## config.mk

```make
export PLATFORM = sky130hd
export DESIGN_NAME = fraction_alu_reduce_top
export DESIGN_NICKNAME = d
export VERILOG_FILES = /design/src/hw/rtl/fau_pkg.sv /design/src/hw/rtl/fau_ctrl.sv /design/src/hw/rtl/fau_dp.sv /design/src/hw/rtl/fraction_alu_reduce_top.sv
export VERILOG_INCLUDE_DIRS = /design/src /design/src/hw/rtl
export SDC_FILE = /design/constraint.sdc
export NUM_CORES = 2
export LEC_CHECK = 0
export BUFFER_PORTS_ARGS = -buffer_cell sky130_fd_sc_hd__buf_4
export CELL_PAD_IN_SITES_DETAIL_PLACEMENT = 1
export CELL_PAD_IN_SITES_GLOBAL_PLACEMENT = 2
export CORE_MARGIN = 4
export CORE_UTILIZATION = 25
export DETAILED_ROUTE_END_ITERATION = 10
export HOLD_SLACK_MARGIN = 0.08
export MAX_ROUTING_LAYER = met4
export PLACE_DENSITY_LB_ADDON = 0.08
export SETUP_SLACK_MARGIN = 0.3
export SYNTH_ARGS = -nofsm -noshare
export SYNTH_HDL_FRONTEND = slang
export SYNTH_SLANG_ARGS = --single-unit
```

## constraint.sdc

```tcl
create_clock -name clk -period 11.6 [get_ports clk]
set_input_delay 0.58 -clock clk [delete_from_list [all_inputs] [get_ports clk]]
set_output_delay 0.58 -clock clk [all_outputs]
set_load 0.03 [all_outputs]
```

## src/hw/rtl/assert_macros.svh

```systemverilog
// ----------------------------------------------------------------------------
// Assertion macros
// Shared concurrent assertion forms, clocked on clk and held off during rst.
// ----------------------------------------------------------------------------
`ifndef ASSERT_MACROS_SVH
`define ASSERT_MACROS_SVH

// Same-cycle implication
`define ASSERT_IMPL(label, ante, cons, msg) \
  label: assert property (@(posedge clk) disable iff (rst) (ante) |-> (cons)) \
    else $error(msg);

// Next-cycle implication
`define ASSERT_NEXT(label, ante, cons, msg) \
  label: assert property (@(posedge clk) disable iff (rst) (ante) |=> (cons)) \
    else $error(msg);

`endif

```

## src/hw/rtl/fau_pkg.sv

```systemverilog
`timescale 1ns / 1ps
// ----------------------------------------------------------------------------
// fau_pkg
// Shared widths, codes and controller/datapath handshake types.
// ----------------------------------------------------------------------------
package fau_pkg;

  localparam int IN_WIDTH_DEF = 16;
  localparam int ACT_W        = 3;
  localparam int NUM_W        = 33;
  localparam int DEN_W        = 32;
  localparam int ORD_W        = 2;

  localparam logic [ACT_W-1:0] ACT_ADD = 3'd0;
  localparam logic [ACT_W-1:0] ACT_SUB = 3'd1;
  localparam logic [ACT_W-1:0] ACT_MUL = 3'd2;
  localparam logic [ACT_W-1:0] ACT_DIV = 3'd3;
  localparam logic [ACT_W-1:0] ACT_CMP = 3'd4;

  localparam logic [ORD_W-1:0] ORD_EQ = 2'd0;
  localparam logic [ORD_W-1:0] ORD_GT = 2'd1;
  localparam logic [ORD_W-1:0] ORD_LT = 2'd2;

  // Width of cross sums: one bit over a product, capped at 64
  function automatic int sum_w(input int w);
    int s;
    s = 2 * w + 1;
    return (s > 64) ? 64 : s;
  endfunction

  typedef struct packed {
    logic load;
    logic mult;
    logic prep;
    logic gcd_step;
    logic div_start;
    logic div_step;
    logic out_load;
  } fau_cmd_t;

  typedef struct packed {
    logic direct;
    logic gcd_done;
  } fau_sts_t;

endpackage

```

## src/hw/rtl/fau_ctrl.sv

```systemverilog
`timescale 1ns / 1ps
// ----------------------------------------------------------------------------
// fau_ctrl
// Sequencer: operand load, multiply, prepare, gcd loop, division, output.
// ----------------------------------------------------------------------------
`include "assert_macros.svh"

module fau_ctrl import fau_pkg::*; #(
  parameter int IN_WIDTH = IN_WIDTH_DEF
) (
  input  logic     clk,
  input  logic     rst,
  input  logic     in_valid,
  output logic     in_stall,
  output logic     out_valid,
  input  logic     out_stall,
  input  fau_sts_t sts,
  output fau_cmd_t cmd
);

  localparam int SW = sum_w(IN_WIDTH);
  localparam int CW = $clog2(SW);

  localparam logic [2:0] S_IDLE = 3'd0;
  localparam logic [2:0] S_MULT = 3'd1;
  localparam logic [2:0] S_PREP = 3'd2;
  localparam logic [2:0] S_GCD  = 3'd3;
  localparam logic [2:0] S_DIV  = 3'd4;
  localparam logic [2:0] S_DONE = 3'd5;

  logic [2:0]    state, state_next;
  logic [CW-1:0] cnt, cnt_next;
  logic          out_free;

  assign in_stall = (state != S_IDLE);
  assign out_free = !out_valid || !out_stall;

  always_comb begin
    state_next    = state;
    cnt_next      = cnt;
    cmd           = '0;
    case (state)
      S_IDLE: begin
        if (in_valid) begin
          cmd.load   = 1'b1;
          state_next = S_MULT;
        end
      end
      S_MULT: begin
        cmd.mult   = 1'b1;
        state_next = S_PREP;
      end
      S_PREP: begin
        cmd.prep   = 1'b1;
        state_next = sts.direct ? S_DONE : S_GCD;
      end
      S_GCD: begin
        if (sts.gcd_done) begin
          cmd.div_start = 1'b1;
          cnt_next      = '0;
          state_next    = S_DIV;
        end else begin
          cmd.gcd_step = 1'b1;
        end
      end
      S_DIV: begin
        cmd.div_step = 1'b1;
        cnt_next     = cnt + 1'b1;
        if (cnt == CW'(SW - 1)) begin
          state_next = S_DONE;
        end
      end
      S_DONE: begin
        // hold the result until the output register is free
        if (out_free) begin
          cmd.out_load = 1'b1;
          state_next   = S_IDLE;
        end
      end
      default: begin
        state_next = S_IDLE;
      end
    endcase
  end

  always_ff @(posedge clk) begin
    if (rst) begin
      state     <= S_IDLE;
      cnt       <= '0;
      out_valid <= 1'b0;
    end else begin
      state <= state_next;
      cnt   <= cnt_next;
      if (cmd.out_load) begin
        out_valid <= 1'b1;
      end else if (!out_stall) begin
        out_valid <= 1'b0;
      end
    end
  end

  `ASSERT_NEXT(a_accept_to_mult, in_valid && !in_stall, state == S_MULT, "accepted item did not start")
  `ASSERT_IMPL(a_valid_from_done, $rose(out_valid), $past(state) == S_DONE, "result shown outside done")
  `ASSERT_IMPL(a_cnt_range, state == S_DIV, cnt <= CW'(SW - 1), "division counter overran")

endmodule

```

## src/hw/rtl/fau_dp.sv

```systemverilog
`timescale 1ns / 1ps
// ----------------------------------------------------------------------------
// fau_dp
// Operand registers, cross products, binary gcd and two restoring dividers.
// ----------------------------------------------------------------------------
`include "assert_macros.svh"

module fau_dp import fau_pkg::*; #(
  parameter int IN_WIDTH = IN_WIDTH_DEF
) (
  input  logic                       clk,
  input  logic                       rst,
  input  fau_cmd_t                   cmd,
  output fau_sts_t                   sts,
  input  logic [ACT_W-1:0]           action,
  input  logic signed [IN_WIDTH-1:0] a_num,
  input  logic signed [IN_WIDTH-1:0] a_den,
  input  logic signed [IN_WIDTH-1:0] b_num,
  input  logic signed [IN_WIDTH-1:0] b_den,
  output logic signed [NUM_W-1:0]    res_num,
  output logic signed [DEN_W-1:0]    res_den,
  output logic [ORD_W-1:0]           order,
  output logic                       fault
);

  localparam int W  = IN_WIDTH;
  localparam int PW = 2 * IN_WIDTH;
  localparam int SW = sum_w(IN_WIDTH);

  // operands
  logic [ACT_W-1:0]    act;
  logic signed [W-1:0] an, ad, bn, bd;

  // products
  logic signed [PW-1:0] pa, pb, pc;
  logic signed [W-1:0]  ma, mc;

  // prepare stage
  logic signed [SW-1:0] pa_x, pb_x, pc_x, sum_v, diff_v, num_v;
  logic [SW-1:0]        mag_n, mag_d;
  logic                 fault_v, cmp_neg;
  logic [ORD_W-1:0]     order_v;

  // gcd and division state
  logic [SW-1:0] gx, gy, mn, md, dv, qn, qd, rn, rd;
  logic [SW:0]   tn, td, gsum;
  logic          sn, sd, direct_r, fault_r;
  logic [ORD_W-1:0]     order_r;
  logic signed [SW-1:0] sq_n, sq_d;

  assign ma = (act == ACT_MUL) ? bn : bd;
  assign mc = (act == ACT_DIV) ? bn : bd;

  assign pa_x   = SW'(pa);
  assign pb_x   = SW'(pb);
  assign pc_x   = SW'(pc);
  assign sum_v  = pa_x + pb_x;
  assign diff_v = pa_x - pb_x;

  always_comb begin
    case (act)
      ACT_ADD: num_v = sum_v;
      ACT_SUB: num_v = diff_v;
      default: num_v = pa_x;
    endcase
  end

  assign mag_n = num_v[SW-1] ? SW'(-num_v) : SW'(num_v);
  assign mag_d = pc_x[SW-1]  ? SW'(-pc_x)  : SW'(pc_x);

  assign fault_v = (act > ACT_CMP) || (ad == '0) || (bd == '0) ||
                   ((act == ACT_DIV) && (bn == '0));
  assign cmp_neg = diff_v[SW-1] ^ (ad[W-1] ^ bd[W-1]);

  always_comb begin
    if (fault_v || act != ACT_CMP) begin
      order_v = ORD_EQ;
    end else if (diff_v == '0) begin
      order_v = ORD_EQ;
    end else begin
      order_v = cmp_neg ? ORD_LT : ORD_GT;
    end
  end

  assign sts.direct   = fault_v || (act == ACT_CMP);
  assign sts.gcd_done = (gx == '0) || (gy == '0);
  assign gsum         = {1'b0, gx} + {1'b0, gy};

  // shift in the next dividend bit
  assign tn = {rn, qn[SW-1]};
  assign td = {rd, qd[SW-1]};

  assign sq_n = sn ? -$signed(qn) : $signed(qn);
  assign sq_d = sd ? -$signed(qd) : $signed(qd);

  always_ff @(posedge clk) begin
    if (cmd.load) begin
      act <= action;
      an  <= a_num;
      ad  <= a_den;
      bn  <= b_num;
      bd  <= b_den;
    end

    if (cmd.mult) begin
      pa <= PW'(an) * PW'(ma);
      pb <= PW'(bn) * PW'(ad);
      pc <= PW'(ad) * PW'(mc);
    end

    if (cmd.prep) begin
      gx       <= mag_n;
      gy       <= mag_d;
      mn       <= mag_n;
      md       <= mag_d;
      sn       <= num_v[SW-1];
      sd       <= pc_x[SW-1];
      direct_r <= fault_v || (act == ACT_CMP);
      fault_r  <= fault_v;
      order_r  <= order_v;
    end

    if (cmd.gcd_step) begin
      if (!gx[0] && !gy[0]) begin
        // common factor of two: drop it from the magnitudes as well
        gx <= gx >> 1;
        gy <= gy >> 1;
        mn <= mn >> 1;
        md <= md >> 1;
      end else if (!gx[0]) begin
        gx <= gx >> 1;
      end else if (!gy[0]) begin
        gy <= gy >> 1;
      end else if (gx >= gy) begin
        gx <= (gx - gy) >> 1;
      end else begin
        gy <= (gy - gx) >> 1;
      end
    end

    if (cmd.div_start) begin
      dv <= gx | gy;
      qn <= mn;
      qd <= md;
      rn <= '0;
      rd <= '0;
    end

    if (cmd.div_step) begin
      if (tn >= {1'b0, dv}) begin
        rn <= SW'(tn - {1'b0, dv});
        qn <= {qn[SW-2:0], 1'b1};
      end else begin
        rn <= tn[SW-1:0];
        qn <= {qn[SW-2:0], 1'b0};
      end
      if (td >= {1'b0, dv}) begin
        rd <= SW'(td - {1'b0, dv});
        qd <= {qd[SW-2:0], 1'b1};
      end else begin
        rd <= td[SW-1:0];
        qd <= {qd[SW-2:0], 1'b0};
      end
    end

    if (cmd.out_load) begin
      if (direct_r) begin
        res_num <= '0;
        res_den <= '0;
      end else begin
        res_num <= NUM_W'(sq_n);
        res_den <= DEN_W'(sq_d);
      end
      order <= order_r;
      fault <= fault_r;
    end
  end

  `ASSERT_IMPL(a_divisor_nonzero, cmd.div_start, (gx | gy) != '0, "zero gcd at division start")
  `ASSERT_NEXT(a_gcd_shrinks, cmd.gcd_step, gsum < $past(gsum), "gcd step made no progress")
  `ASSERT_IMPL(a_fault_clean, cmd.out_load && fault_r, order_r == ORD_EQ && direct_r, "fault result not clean")

endmodule

```

## src/hw/rtl/fraction_alu_reduce_top.sv

```systemverilog
`timescale 1ns / 1ps
// ----------------------------------------------------------------------------
// fraction_alu_reduce_top
// Signed fraction add, subtract, multiply, divide and compare with gcd
// reduction of the result.
// ----------------------------------------------------------------------------
//   channel | handshake          | payload
//   --------+--------------------+-------------------------------------------
//   input   | in_valid, in_stall | action, a_num, a_den, b_num, b_den
//   output  | out_valid,out_stall| res_num, res_den, order, fault
//
// One item at a time. Compare, fault and unknown actions skip the gcd loop
// and the division. Arithmetic runs the binary gcd loop and then a division
// that yields SW quotient bits, SW = 2*IN_WIDTH+1 (at most 64).
// A finished result waits in the output register while the next item loads.
// rst is synchronous and clears the sequencer and out_valid only.
// ----------------------------------------------------------------------------
module fraction_alu_reduce_top import fau_pkg::*; #(
  parameter int IN_WIDTH = IN_WIDTH_DEF
) (
  input  logic                       clk,
  input  logic                       rst,
  input  logic                       in_valid,
  output logic                       in_stall,
  input  logic [ACT_W-1:0]           action,
  input  logic signed [IN_WIDTH-1:0] a_num,
  input  logic signed [IN_WIDTH-1:0] a_den,
  input  logic signed [IN_WIDTH-1:0] b_num,
  input  logic signed [IN_WIDTH-1:0] b_den,
  output logic                       out_valid,
  input  logic                       out_stall,
  output logic signed [NUM_W-1:0]    res_num,
  output logic signed [DEN_W-1:0]    res_den,
  output logic [ORD_W-1:0]           order,
  output logic                       fault
);

  fau_cmd_t cmd;
  fau_sts_t sts;

  fau_ctrl #(
    .IN_WIDTH (IN_WIDTH)
  ) u_ctrl (
    .clk       (clk),
    .rst       (rst),
    .in_valid  (in_valid),
    .in_stall  (in_stall),
    .out_valid (out_valid),
    .out_stall (out_stall),
    .sts       (sts),
    .cmd       (cmd)
  );

  fau_dp #(
    .IN_WIDTH (IN_WIDTH)
  ) u_dp (
    .clk     (clk),
    .rst     (rst),
    .cmd     (cmd),
    .sts     (sts),
    .action  (action),
    .a_num   (a_num),
    .a_den   (a_den),
    .b_num   (b_num),
    .b_den   (b_den),
    .res_num (res_num),
    .res_den (res_den),
    .order   (order),
    .fault   (fault)
  );

endmodule

```

Word level (Yosys, flattened, before mapping)
Cells that the tools add are included.

Word-level logic and storage cells: 150. Register bits after elaboration: 544. Input bits: 71.

$mul: 3. Mux-type cells: 57. Bitwise gates (word level): 3. Order comparisons: 4. Equality and inequality tests: 16. Reduce and logical (&&, ||, !) cells: 27. Add/subtract/negate cells: 11.

Operator list (number): 33-bit 2-to-1 mux (30); 33-bit subtractor (4); 33-bit logical NOT (3); 16-bit by 16-bit multiplier with 32-bit output (3); 34-bit by 33-bit >= comparator with 1-bit output (2); 33-bit negation (2); 33-bit one-hot mux with 2 select lines (1); 16-bit logical NOT (3); 32-bit by 32-bit adder with 33-bit output (1); 33-bit >= comparator (1); 32-bit negation with 33-bit output (1); 33-bit OR (1); 32-bit by 32-bit subtractor with 33-bit output (1); 16-bit 2-to-1 mux (2); 32-bit 2-to-1 mux (1); 32-bit negation (1); 3-bit one-hot mux with 6 select lines (1); 3-bit 2-to-1 mux (5); 1-bit 2-to-1 mux (13); 3-bit by 2-bit equality test with 1-bit output, second input constant (4); 6-bit one-hot mux with 2 select lines (1); 3-bit equality test, second input constant (3); 1-bit logical OR (7); 6-bit by 1-bit adder with 6-bit output, second input constant (1); 17 further kinds (29).

Logic depth before layout (Yosys ltp)
Depth in word-level cells: 10. Mapped depth: 36. Mapped depth without buffers: 28.

Cells and area by module
From an unflattened synthesis, not the netlist that was laid out.

Cell total of the unflattened synthesis: 7113. Area, all modules: 65425.2 um^2.

By module, submodules not included: fau_dp (cells an instance 7041, seq. area each 14714.1 um^2, times used 1, area each 64838.4 um^2); fau_ctrl (cells an instance 72, seq. area each 200.2 um^2, times used 1, area each 586.8 um^2).

Worst setup path before layout
OpenSTA, ideal clock, no wires.

Path type: register to register. From: register u_dp.act[0]. To: register u_dp.pa[30], data pin. Path slack: 3.012 ns. Stages on the path, launching flop included: 34. Arrival time: 8.323 ns. Buffers on the path: 9. Data required time: 11.335 ns. Cells stage by stage: edfxtp_1 > buf_4 > buf_4 > clkbuf_1 > clkbuf_1 > buf_1 > clkbuf_1 > nor3b_1 > clkbuf_1 > buf_1 > mux2_2 > clkbuf_1 > and2_1 > fa_1 > inv_1 > fa_1 > fa_1 > inv_1 > fa_1 > fa_1 > inv_1 > fa_1 > inv_1 > ha_1 > and3_1 > a311oi_1 > o21bai_1 > a21oi_1 > a21oi_1 > o21ai_0 > nand2b_1 > a211oi_1 > a22oi_1 > xor2_1.

Longest elaborated chain between the ends: 3.

RTL lines: start, declared (RTL line fau_dp.sv:31) `logic [ACT_W-1:0] act;`; start signal, assigned (RTL line fau_dp.sv:98) `act <= action;`; 3-bit by 2-bit equality test with 1-bit output (RTL line fau_dp.sv:51) `assign ma = (act == ACT_MUL) ? bn : bd;`; 16-bit 2-to-1 mux (RTL line fau_dp.sv:51); 16-bit by 16-bit multiplier with 32-bit output (RTL line fau_dp.sv:106) `pa <= PW'(an) * PW'(ma);`; end signal, assigned (RTL line fau_dp.sv:106); end, declared (RTL line fau_dp.sv:35) `logic signed [PW-1:0] pa, pb, pc;`.

No other way between the ends. A chain may end at the register's enable or synchronous reset.

Worst setup path after layout
From: register u_dp.act[2]. To: register u_dp.pc[31], data pin.

Longest elaborated chain between the ends: 3.

RTL lines: 3-bit by 2-bit equality test with 1-bit output (RTL line fau_dp.sv:52) `assign mc = (act == ACT_DIV) ? bn : bd;`; 16-bit 2-to-1 mux (RTL line fau_dp.sv:52); 16-bit by 16-bit multiplier with 32-bit output (RTL line fau_dp.sv:108) `pc <= PW'(ad) * PW'(mc);`; end signal, assigned (RTL line fau_dp.sv:108); end, declared (RTL line fau_dp.sv:35).

No other way between the ends.

==> summary.md <==
| Metric | Value |
|---|---|
| Final hold viol count | `0` |
| Worst Setup Slack, final | `a little under 3 ns` |
| Reg area | `~0.015 mm²` |
| FP Rows | `between 150 and 200` |
| CP arrival | `9.09 ns` |
| Fmax | `around 120 MHz` |
| Grt total ovfl | `0` |
| Layout cells sized above 1 | `0.0653` |
| Flops & latches, synth | `544` |
| Die Footprint | `about 0.27 mm²` |
| Setup Crit Path Kind | `reg -> reg` |
| Initial antenna violation count | `8` |
| Rel. slew slack | `0.200` |
| Hold_sp | `action[0]` |
| Element type at the critical path end | `flop` |
| CP most frequent cell | `fa_1` |
| Initial DRC count | `between 2000 and 2500` |
| Net count reported at finish | `approximately 8700` |
| Clk root buf | `clkbuf_16` |
| Die Y | `520 µm` |
| Critical path launch point type | `flop` |
| Final min period | `8.65 ns` |
| First-pass DRT Iterations | `5` |
| Post-Synthesis Net Count | `approximately 8600` |
| CTS sink count | `544` |
| Final Max Tran Viols | `0` |
| Placer Congestion | `between 0.8 and 0.9` |
| Number of enable flip-flop cells after synthesis | `~400` |
| R2r startpoint | `u_dp.act[2]` |
| Async set-reset flop share out of synthesis | `0` |
| Postcts setup bufs | `0` |
| CTS Buf Count | `81` |
| Total Routed Length | `about 250 mm` |
| Post-DP Area | `~0.07 mm²` |
| Post-route insts no fill | `approximately 11000` |
| Via count | `approximately 50000` |
| Longest Clk Path Bufs | `3` |
| CTS tree | `done` |
| Placed insts | `10700` |
| IO Port Bufs | `140` |
| Gr usage total | `0.191` |
| Drc violations | `0` |
| Hold Crit Class | `in -> reg` |
| Slowest-stage cell, CP | `mux2i_2` |
| Place WS | `2.82 ns` |
| Clock skew | `0.0535 ns` |
| Final cycle utilization of the critical path | `0.746` |
| Yosys top cell area share | `0.242` |
| Final HPWL DP | `roughly 200 mm` |
| Fillers | `between 30000 and 40000` |
| Register area share after synthesis | `0.228` |
| Via density | `between 4 and 5` |
| Largest net degree at the start of global routing | `between 90 and 100` |
| Core area | `between 0.2 and 0.3 mm²` |
| Area of the multi-input gates | `between 0.04 and 0.05 mm²` |
| Post-CTS Resized | `0` |
| Worst-Margin Slew | `1.20 ns` |
| Required time of the critical path | `approximately 12 ns` |
| Leading post-synthesis cells by cell area | `fa_1, edfxtp_1, ha_1` |
| Cell taking the most area after synthesis | `fa_1` |
| Synth Instances | `about 7300` |
| RSZ-0062 raised after global routing | `no` |
| First-pass GRT wire length | `382 mm` |
| Die W | `~520 µm` |
| Clock-pin slew on the worst setup and hold paths | `~0.060 ns` |
| Critical Path Start | `u_dp.act[2]` |
| Initial Util | `0.252` |
| Area grow syn2layout | `12.6%` |
| CTS Hold Bufs | `between 60 and 70` |
| Cell area after synthesis | `approximately 0.065 mm²` |
| Final ANT Viol Nets | `0` |
| Yosys cell types | `around 120` |
| Vias in the first global route | `about 56000` |
| Main flop type after synthesis | `edfxtp_1` |
| IO Pins | `141` |
| Worst path max stage delay | `just under 0.9 ns` |
| Outcome | `finished clean` |
| Max Cap Viol | `0` |
| H-tree lvl count | `3` |
| Crit-path max FO | `16` |
| # setup viols final | `0` |
| Drt wl/cell | `approximately 23 µm` |
| YS warnings | `0` |
| Final instance area | `0.0737 mm²` |
| Final TNS setup | `0 ns` |
| Avg Inst Size Synth | `about 9 µm²` |
| Clk Latency, worst-skew pair | `slightly above 0.7 ns` |
-- placed cells by master, fill, tap and decap left out, drive strengths merged, types with 50 or more instances in the layout --
master / instances
clkbuf: 104
nor2: 438
ha: 480
and2: 220
xor2: 126
a21oi: 408
dfxtp: 142
o31ai: 73
a21o: 86
xnor2: 239
inv: 1156
edfxtp: 402
o21ai: 318
nor3: 95
nand2b: 77
nor4: 59
nand3: 77
nor2b: 202
buf: 230
a211oi: 50
dlygate4sd3: 63
nand2: 854
fa: 792
-- stage by stage --
| stage | hold WS [ns] | util |
|---|---|---|
| after floorplan | 0.400 | - |
| after global placement | 0.430 | 0.270 |
| after detailed placement | 0.432 | 0.270 |
| after CTS | 0.0917 | 0.283 |
| after global routing | 0.0982 | 0.283 |
| final | 0.152 | 0.283 |
-- synth_stat cells, types with 48 or more instances --
cell type,instances
inv_1,1148
nand2_1,853
fa_1,792
ha_1,480
nor2_1,438
a21oi_1,408
edfxtp_1,402
o21ai_0,308
clkbuf_1,285
xnor2_1,239
and2_1,218
nor2b_1,200
dfxtp_1,142
xor2_1,126
nor3_1,94
a21o_1,85
nand2b_1,77
nand3_1,76
o31ai_1,72
nor4_1,58
a211oi_1,48
-- cells by family after synthesis --
kind of cell    Yosys count  synth area share
mux                      63            0.0101
fa+ha+maj              1272             0.334
xor+xnor                365            0.0488
simple gates           2241             0.164
flops                   544             0.228
compound gates         1315             0.128
buf+inv                1484            0.0875
-- final cells by class --
type | count | share of cell area
clock buffer | 104 | 0.0292
timing repair buffer | 293 | 0.0321
antenna | 5 | 0.000170
multi-input combinational | 5256 | 0.610
clock inverter | 46 | 0.00837
sequential | 544 | 0.202
inverter | 1156 | 0.0590
tap | 3496 | 0.0593
-- routing by layer --
metal	part of all wire	GRT usage	up-vias	wire [µm]
met5	0	-	-	0
met4	0.025	0.0405	0	6190
met3	0.020	0.0154	187	5060
met2	0.50	0.331	559	125000
met1	0.46	0.245	26200	115000
li1	-	-	24000	-
-- worst max-delay path, delay by kind of cell (launching register included) --
| family | cells | cell delay (ns) |
|---|---|---|
| adders and majority gates | 7 | 3.29 |
| buffers and inverters | 5 | 0.60 |
| DFF | 1 | 0.50 |
| and+or+nand+nor | 6 | 1.40 |
| xor gates and xnor gates | 1 | 0.09 |
| AOI/OAI and AO/OA | 7 | 1.65 |
| muxes | 1 | 0.87 |
-- worst paths after layout --
path	slack [ns]	end	cells after the start
min	0.15	u_dp.act[0]	1
max reg2reg	2.95	u_dp.pc[31]	27
max	2.95	u_dp.pc[31]	27
min reg2reg	0.42	u_dp.order[1]	0
Power is left out: the tool's default activity adds up to more than one toggle a clock period on the data nets, which glitch-free logic cannot reach.
